===== src/sv/lpr_pkg.sv =====
package lpr_pkg;

    // port widths fixed by the interface
    localparam int PAGE_W      = 10;
    localparam int FRAME_IDX_W = 4;
    localparam int FAULT_W     = 16;
    localparam int STAMP_W     = 32;
    localparam int CFG_W       = 5;

    // defaults for the top level parameters
    localparam int FRAMES_DEF    = 16;
    localparam int PAGE_BITS_DEF = 10;

    localparam logic [CFG_W-1:0] CFG_RESET = CFG_W'(16);

    // controller to datapath commands
    typedef struct packed {
        logic load;        // capture the input word
        logic start_scan;  // seed the oldest-stamp search
        logic scan_step;   // examine one more frame
        logic commit;      // update table, counters and output register
        logic evict;       // commit uses the search winner
    } lpr_cmd_t;

    // datapath to controller status
    typedef struct packed {
        logic hit;         // page resident
        logic full;        // no empty frame among those in use
        logic scan_done;   // search has covered all frames in use
        logic slot_free;   // output register can take a word
    } lpr_sts_t;

endpackage


===== src/sv/lpr_ctrl.sv =====
module lpr_ctrl
    import lpr_pkg::*;
(
    input  logic     clk,
    input  logic     rst_n,
    input  logic     in_valid,
    output logic     in_stall,
    input  lpr_sts_t sts,
    output lpr_cmd_t cmd
);

    localparam logic [1:0] ST_IDLE  = 2'd0;
    localparam logic [1:0] ST_LOOK  = 2'd1;
    localparam logic [1:0] ST_SCAN  = 2'd2;
    localparam logic [1:0] ST_EVICT = 2'd3;

    logic [1:0] state_reg;
    logic [1:0] state_next;

    assign in_stall = (state_reg != ST_IDLE);

    always_comb
    begin
        state_next = state_reg;
        cmd        = '0;
        case (state_reg)
            ST_IDLE:
            begin
                if (in_valid)
                begin
                    cmd.load   = 1'b1;
                    state_next = ST_LOOK;
                end
            end
            ST_LOOK:
            begin
                if (sts.hit || !sts.full)
                begin
                    if (sts.slot_free)
                    begin
                        cmd.commit = 1'b1;
                        state_next = ST_IDLE;
                    end
                end
                else
                begin
                    cmd.start_scan = 1'b1;
                    state_next     = ST_SCAN;
                end
            end
            ST_SCAN:
            begin
                if (sts.scan_done)
                    state_next = ST_EVICT;
                else
                    cmd.scan_step = 1'b1;
            end
            ST_EVICT:
            begin
                if (sts.slot_free)
                begin
                    cmd.commit = 1'b1;
                    cmd.evict  = 1'b1;
                    state_next = ST_IDLE;
                end
            end
            default:
            begin
                state_next = ST_IDLE;
            end
        endcase
    end

    always_ff @(posedge clk or negedge rst_n)
    begin
        if (!rst_n)
            state_reg <= ST_IDLE;
        else
            state_reg <= state_next;
    end

endmodule


===== src/sv/lpr_datapath.sv =====
module lpr_datapath
    import lpr_pkg::*;
#(
    parameter int FRAMES    = FRAMES_DEF,
    parameter int PAGE_BITS = PAGE_BITS_DEF
)
(
    input  logic                   clk,
    input  logic                   rst_n,
    input  lpr_cmd_t               cmd,
    output lpr_sts_t               sts,
    input  logic [PAGE_W-1:0]      page_number,
    input  logic                   last_reference,
    input  logic                   cfg_write,
    input  logic [CFG_W-1:0]       frames_in_use,
    output logic                   out_valid,
    input  logic                   out_stall,
    output logic                   hit,
    output logic [FRAME_IDX_W-1:0] frame_index,
    output logic                   evicted_valid,
    output logic [PAGE_W-1:0]      evicted_page,
    output logic [FAULT_W-1:0]     fault_total,
    output logic                   stamp_saturated
);

    localparam int IDX_W = (FRAMES > 1) ? $clog2(FRAMES) : 1;
    localparam int CNT_W = $clog2(FRAMES + 1);

    localparam logic [FAULT_W-1:0] FAULT_MAX = '1;
    localparam logic [STAMP_W-1:0] STAMP_MAX = '1;

    // frame table
    logic [PAGE_BITS-1:0] page_mem_reg  [FRAMES];
    logic [STAMP_W-1:0]   stamp_mem_reg [FRAMES];

    logic [CFG_W-1:0]     cfg_frames_reg;
    logic [PAGE_BITS-1:0] page_reg;
    logic                 last_reg;
    logic [CNT_W-1:0]     filled_reg;
    logic [FAULT_W-1:0]   fault_reg;
    logic [STAMP_W-1:0]   ref_stamp_reg;

    // oldest-stamp search
    logic [CNT_W-1:0]     scan_idx_reg;
    logic [IDX_W-1:0]     best_idx_reg;
    logic [STAMP_W-1:0]   best_stamp_reg;

    // output register
    logic                   out_valid_reg;
    logic                   hit_reg;
    logic [FRAME_IDX_W-1:0] frame_index_reg;
    logic                   ev_valid_reg;
    logic [PAGE_W-1:0]      ev_page_reg;
    logic [FAULT_W-1:0]     fault_total_reg;
    logic                   stamp_sat_reg;

    logic [CNT_W-1:0]   used;
    logic [FRAMES-1:0]  match;
    logic               hit_any;
    logic [IDX_W-1:0]   hit_idx;
    logic [IDX_W-1:0]   commit_idx;
    logic               commit_hit;
    logic [FAULT_W-1:0] fault_next;
    logic [STAMP_W-1:0] stamp_next;
    logic [STAMP_W-1:0] scan_stamp;

    // zero counts as one, anything past the table as the full table
    always_comb
    begin
        if (cfg_frames_reg == '0)
            used = CNT_W'(1);
        else if (32'(cfg_frames_reg) > 32'(FRAMES))
            used = CNT_W'(FRAMES);
        else
            used = CNT_W'(cfg_frames_reg);
    end

    // parallel compare, lowest matching frame wins
    always_comb
    begin
        hit_idx = '0;
        for (int i = 0; i < FRAMES; i++)
            match[i] = (32'(filled_reg) > i) && (page_mem_reg[i] == page_reg);
        for (int i = FRAMES - 1; i >= 0; i--)
            if (match[i])
                hit_idx = IDX_W'(i);
    end

    assign hit_any    = |match;
    assign commit_hit = !cmd.evict && hit_any;
    assign commit_idx = cmd.evict ? best_idx_reg
                      : (hit_any ? hit_idx : filled_reg[IDX_W-1:0]);
    assign fault_next = (commit_hit || fault_reg == FAULT_MAX) ? fault_reg
                      : fault_reg + FAULT_W'(1);
    assign stamp_next = (ref_stamp_reg == STAMP_MAX) ? ref_stamp_reg
                      : ref_stamp_reg + STAMP_W'(1);
    assign scan_stamp = stamp_mem_reg[scan_idx_reg[IDX_W-1:0]];

    assign sts.hit       = hit_any;
    assign sts.full      = (filled_reg >= used);
    assign sts.scan_done = (scan_idx_reg >= used);
    assign sts.slot_free = !out_valid_reg || !out_stall;

    always_ff @(posedge clk or negedge rst_n)
    begin
        if (!rst_n)
        begin
            cfg_frames_reg <= CFG_RESET;
            filled_reg     <= '0;
            fault_reg      <= '0;
            ref_stamp_reg  <= '0;
            out_valid_reg  <= 1'b0;
        end
        else
        begin
            if (cfg_write)
                cfg_frames_reg <= frames_in_use;
            if (cmd.commit)
            begin
                out_valid_reg <= 1'b1;
                if (last_reg)
                begin
                    filled_reg    <= '0;
                    fault_reg     <= '0;
                    ref_stamp_reg <= '0;
                end
                else
                begin
                    if (!commit_hit && !cmd.evict)
                        filled_reg <= filled_reg + CNT_W'(1);
                    fault_reg     <= fault_next;
                    ref_stamp_reg <= stamp_next;
                end
            end
            else if (!out_stall)
            begin
                out_valid_reg <= 1'b0;
            end
        end
    end

    // payload registers
    always_ff @(posedge clk)
    begin
        if (cmd.load)
        begin
            page_reg <= PAGE_BITS'(page_number);
            last_reg <= last_reference;
        end
        if (cmd.start_scan)
        begin
            best_idx_reg   <= '0;
            best_stamp_reg <= stamp_mem_reg[0];
            scan_idx_reg   <= CNT_W'(1);
        end
        else if (cmd.scan_step)
        begin
            if (scan_stamp < best_stamp_reg)
            begin
                best_idx_reg   <= scan_idx_reg[IDX_W-1:0];
                best_stamp_reg <= scan_stamp;
            end
            scan_idx_reg <= scan_idx_reg + CNT_W'(1);
        end
        if (cmd.commit)
        begin
            if (!commit_hit)
                page_mem_reg[commit_idx] <= page_reg;
            stamp_mem_reg[commit_idx] <= ref_stamp_reg;
            hit_reg         <= commit_hit;
            frame_index_reg <= FRAME_IDX_W'(commit_idx);
            ev_valid_reg    <= cmd.evict;
            ev_page_reg     <= cmd.evict ? PAGE_W'(page_mem_reg[best_idx_reg]) : '0;
            fault_total_reg <= fault_next;
            stamp_sat_reg   <= (stamp_next == STAMP_MAX);
        end
    end

    assign out_valid       = out_valid_reg;
    assign hit             = hit_reg;
    assign frame_index     = frame_index_reg;
    assign evicted_valid   = ev_valid_reg;
    assign evicted_page    = ev_page_reg;
    assign fault_total     = fault_total_reg;
    assign stamp_saturated = stamp_sat_reg;

endmodule


===== src/sv/lru_page_replacement_unit.sv =====
// lru page replacement, fully associative frame table
// sequence: the accepted reference is looked up, and a hit or a fill of an empty frame
//   commits from the lookup state; an eviction first runs the one-frame-per-cycle
//   oldest-stamp scan over the used stamps (used = frames in use after clamping), then
//   commits; a commit waits for a free output slot. throughput: one item at a time
// reset: table empty, counts and stamp zero, frames_in_use back to 16
module lru_page_replacement_unit
    import lpr_pkg::*;
#(
    parameter int FRAMES    = FRAMES_DEF,
    parameter int PAGE_BITS = PAGE_BITS_DEF
)
(
    input  logic                   clk,
    input  logic                   rst_n,

    // reference words
    input  logic                   in_valid,
    output logic                   in_stall,
    input  logic [PAGE_W-1:0]      page_number,
    input  logic                   last_reference,

    // result words
    output logic                   out_valid,
    input  logic                   out_stall,
    output logic                   hit,
    output logic [FRAME_IDX_W-1:0] frame_index,
    output logic                   evicted_valid,
    output logic [PAGE_W-1:0]      evicted_page,
    output logic [FAULT_W-1:0]     fault_total,
    output logic                   stamp_saturated,

    // frames_in_use register write
    input  logic                   cfg_valid,
    output logic                   cfg_ready,
    input  logic [CFG_W-1:0]       frames_in_use
);

    lpr_cmd_t cmd;
    lpr_sts_t sts;

    // writes land only while the sequencer is idle, never under a lookup or scan
    assign cfg_ready = !in_stall;

    // sequencer: idle -> lookup -> (scan -> evict) -> idle
    lpr_ctrl u_ctrl (
        .clk      (clk),
        .rst_n    (rst_n),
        .in_valid (in_valid),
        .in_stall (in_stall),
        .sts      (sts),
        .cmd      (cmd)
    );

    // frame table, compare lanes, stamp scan, counters and result register
    lpr_datapath #(
        .FRAMES    (FRAMES),
        .PAGE_BITS (PAGE_BITS)
    ) u_datapath (
        .clk             (clk),
        .rst_n           (rst_n),
        .cmd             (cmd),
        .sts             (sts),
        .page_number     (page_number),
        .last_reference  (last_reference),
        .cfg_write       (cfg_valid && cfg_ready),
        .frames_in_use   (frames_in_use),
        .out_valid       (out_valid),
        .out_stall       (out_stall),
        .hit             (hit),
        .frame_index     (frame_index),
        .evicted_valid   (evicted_valid),
        .evicted_page    (evicted_page),
        .fault_total     (fault_total),
        .stamp_saturated (stamp_saturated)
    );

    // one reference in flight: an accepted word closes the input next cycle
    a_one_in_flight: assert property (@(posedge clk) disable iff (!rst_n)
        (in_valid && !in_stall) |=> in_stall)
        else $error("input accepted while a reference is in flight");

    // a result is only committed when the output register can take it
    a_commit_slot: assert property (@(posedge clk) disable iff (!rst_n)
        cmd.commit |-> sts.slot_free)
        else $error("result committed over an untaken word");

    // search commands never overlap a commit
    a_scan_commit: assert property (@(posedge clk) disable iff (!rst_n)
        (cmd.start_scan || cmd.scan_step) |-> !cmd.commit)
        else $error("scan and commit in the same cycle");

    // an eviction is always a fault
    a_evict_fault: assert property (@(posedge clk) disable iff (!rst_n)
        (out_valid && evicted_valid) |-> (!hit && fault_total != '0))
        else $error("eviction reported on a hit or with no fault counted");

endmodule

===== config.mk =====
export PLATFORM = sky130hd
export DESIGN_NAME = lru_page_replacement_unit
export DESIGN_NICKNAME = d
export VERILOG_FILES = /design/src/sv/lpr_pkg.sv /design/src/sv/lpr_ctrl.sv /design/src/sv/lpr_datapath.sv /design/src/sv/lru_page_replacement_unit.sv
export SDC_FILE = /design/constraint.sdc
export NUM_CORES = 1
export LEC_CHECK = 0
export BUFFER_PORTS_ARGS = -buffer_cell sky130_fd_sc_hd__buf_4
export CAP_MARGIN = 40
export CORE_MARGIN = 5
export CORE_UTILIZATION = 38
export DETAILED_ROUTE_END_ITERATION = 8
export GPL_TIMING_DRIVEN = 1
export PLACE_DENSITY = 0.55
export SLEW_MARGIN = 20
export SYNTH_ARGS = -nofsm -noshare
export SYNTH_HDL_FRONTEND = slang
export SYNTH_SLANG_ARGS = --single-unit

===== constraint.sdc =====
create_clock -name clk -period 9.71 [get_ports clk]
set_clock_uncertainty 0.15 [all_clocks]
set_input_delay 1.4565 -clock clk [delete_from_list [all_inputs] [get_ports clk]]
set_output_delay 1.4565 -clock clk [all_outputs]
set_load 0.05 [all_outputs]

==> results.toml <==
[global_route]
grt_pass1_wl_mm = 136
grt.total_usage = 0.179
overflow = 0
grt_max_degree = 67
antenna_found_initial = 3
grt_pass1_vias = 20200

[yosys]
synthDistinctLibCells = 79
synth_nets = 2222
yosysWarnings = 0
ys_async_sr_fraction = 0.0742
synth_seq_cells = 822
ys.flop_type = "edfxtp_1"
synth_edf_count = 748
avgSynthCellArea_sq_um = 16.7
synth.most_common_cell = "edfxtp_1"
yosysSeqAreaShare = 0.674
ys_top_cells_by_count = "748 x edfxtp_1, 210 x mux4_2, 186 x nand2_1"
synth_area_leaders = "edfxtp_1 62%, mux4_2 13%, dfrtp_1 4.2%"
synth.cell_area_sq_um = 36000
synthCells = 2152
yosysTopAreaCellShare = 0.625
yosysTopAreaCell = "edfxtp_1"

[detailed_routing]
via_per_inst = 5.57
vias = 19900
wl_met1_mm = 40.2
drt_first_pass_iters = 7
wire_per_inst_um = 25.7
drt_iter0_drc = 1866
met3_length_mm = 7.12
ant_nets = 0
drcViolationCount = 0
met2_length_mm = 42.4
top_signal_layer_used = "met5"
totalWireLength_mm = 92.0

[setup_path]
critPathCaptureType = "register"
crit_required_ns = 9.97
r2r_setup_slack_ns = 3.78
worstSetupPathType = "reg2reg"
crit_slowest_cell = "dfxtp_4"
rr_endpoint = "u_datapath.best_stamp_reg[15]"
critPathMaxStageDelay_ns = 0.81
cp.arrival_ns = 6.19
cp_max_fo = 66
worstSetupStartpointType = "register"
reg2reg_depth = 12
cp_top_family = "simple AND/OR/NAND/NOR gates"
crit_chain = "buf_12 > mux4_2 > mux4_2 > ha_1 > nand3_1 > nor3_1 > nand3_1 > or4_1 > a311oi_1 > nor3_4 > or2_2 > buf_12"
critPathBufInv = 2

[pwr]
netSwitchingFraction = 0.327
combPwrFrac = 0.307
internal_power_mw = 7.96
power_density_nw_per_um2 = 289
p_leak_nw = 13.5
irDropWorstVdd_v = 0.000218
p_seq_frac = 0.405
power.switching_mw = 3.87
clkPwrFrac = 0.288

[flow_run]
cap_violations = 0

[sta]
finalCritPeriodShare = 0.611
fmax_ghz = 0.169
setup_viol = 0
rsz0062_at_grt = "no"
relSlewSlack = 0.423
period_needed_ns = 5.93
tightest_slew_ns = 0.864
hold_viol = 0
whs_ns = 0.385
tns_ns = 0
drv_slew = 0

[clock_network]
clock_path_buffers = 3
post_cts_resized = 0
clk_latency_ns = 0.65
cts_tree = "done"
cts_max_level = 3
clock-sinks = 822
path_clk_slew_ns = 0.06
numCtsBuffers = 88
cts_setup_buffers = 0
cts_root_buffer = "clkbuf_16"
cts_hold_repair.buffers = 0

[placement]
place.gp.congestion = 0.893
port_buffers = 56
dpl.hpwl_mm = 55.0

[floorplanning]
dieArea_sq_um = 101000
rows = 112
die_w_um = 318
ioPinCount = 57
die_h_um = 318
core_area_sq_um = 93600
initial_utilization = 0.384

[worst_hold_path]
hold_path_end = "u_datapath.fault_reg[12]"
hold_class = "reg2reg"
min_from = "u_datapath.fault_reg[12]"
holdPathStages = 2

[final_layout]
area_delta_synth_final_pct = 14.0
largest_reg_flops = 512
fillers = 8280
fin_nets = 2320
drive_gt1_frac = 0.220

[outcome]
status = "complete, no violations"
-- power by group through the flow --
stage / Clock (mW) / Sequential, mW / Combinational (mW)
after global routing: 3.63 / 4.84 / 3.94
after global placement: 0 / 4.87 / 3.57
final: 3.40 / 4.79 / 3.64
after detailed placement: 0 / 4.87 / 3.66
after floorplan: 0 / 4.91 / 2.43
after CTS: 3.48 / 4.80 / 3.68
-- logic make-up after synthesis --
kind of cell,Yosys count,share of synthesized area
xor gates and xnor gates,185,0.0451
adders and majority gates,49,0.0171
buffers and inverters,164,0.0224
muxes,224,0.136
and+or+nand+nor,521,0.0713
DFF,822,0.674
AOI/OAI and AO/OA,187,0.0341
-- how the worst max path moves through the flow --
stage,endpoint,depth (start not counted)
finish,u_datapath.best_stamp_reg[15],12
global route,u_datapath.best_stamp_reg[18],12
CTS,u_datapath.best_stamp_reg[15],12
detailed placement,u_datapath.best_stamp_reg[15],12
global placement,u_datapath.best_stamp_reg[13],12
floorplan,u_datapath.best_stamp_reg[0],13
-- layout by cell type, fill, tap and decap left out, drive strengths merged, types with 4 or more instances in the layout --
cell and count:
mux4 210, or2 4, o21ai 59, xor2 90
nand4 42, mux2 7, a211oi 4, o31ai 10
and4 9, and3 22, bufinv 9, nand2b 10
buf 121, a31oi 5, nor3 41, nand3 38
inv 53, edfxtp 748, a21oi 46, nor2b 7
nand2 186, dfrtp 60, xnor2 95, mux2i 7
o21a 4, ha 49, and2 12, nor2 95
clkinv 29, a22o 5, a21o 18, or4 5
clkbuf 121, nor4 34, or3 8, dfxtp 13
-- routing by layer --
layer  GRT usage  up-vias
li1            -     8644
met1       0.259    10400
met2       0.276      764
met3      0.0381      127
met4      0.0495        4
met5     0.00662        -
-- cell type report --
cell class / instances / area, sq um / area share
multi-input cells: 1166 / 11000 / 0.269
inverters: 51 / 191 / 0.00467
clock buffers: 121 / 2410 / 0.0587
flip-flops and latches: 822 / 24300 / 0.592
diodes: 2 / 5.00 / 0.000122
repair buffers: 121 / 1000 / 0.0244
clock inverters: 43 / 541 / 0.0132
well taps: 1254 / 1570 / 0.0383
-- metrics by stage --
step	area, sq um	util	worst slack (ns)	power, mW	std cells
3_5_place_dp	38000	0.406	3.63	8.53	3412
6_report	41000	0.438	3.78	11.8	3580
5_1_grt	41000	0.438	3.41	12.4	3578
4_1_cts	41000	0.438	3.65	12.0	3576
2_1_floorplan	36000	-	4.51	7.34	2152
3_3_place_gp	37800	0.404	3.64	8.43	3391
-- tightest hold or removal path: stages, from the launching register on --
cell	delay, ns
dfrtp_1	0.37
a31oi_1	0.05
nor2_1	0.08
(Power assumes the default switching activity.)
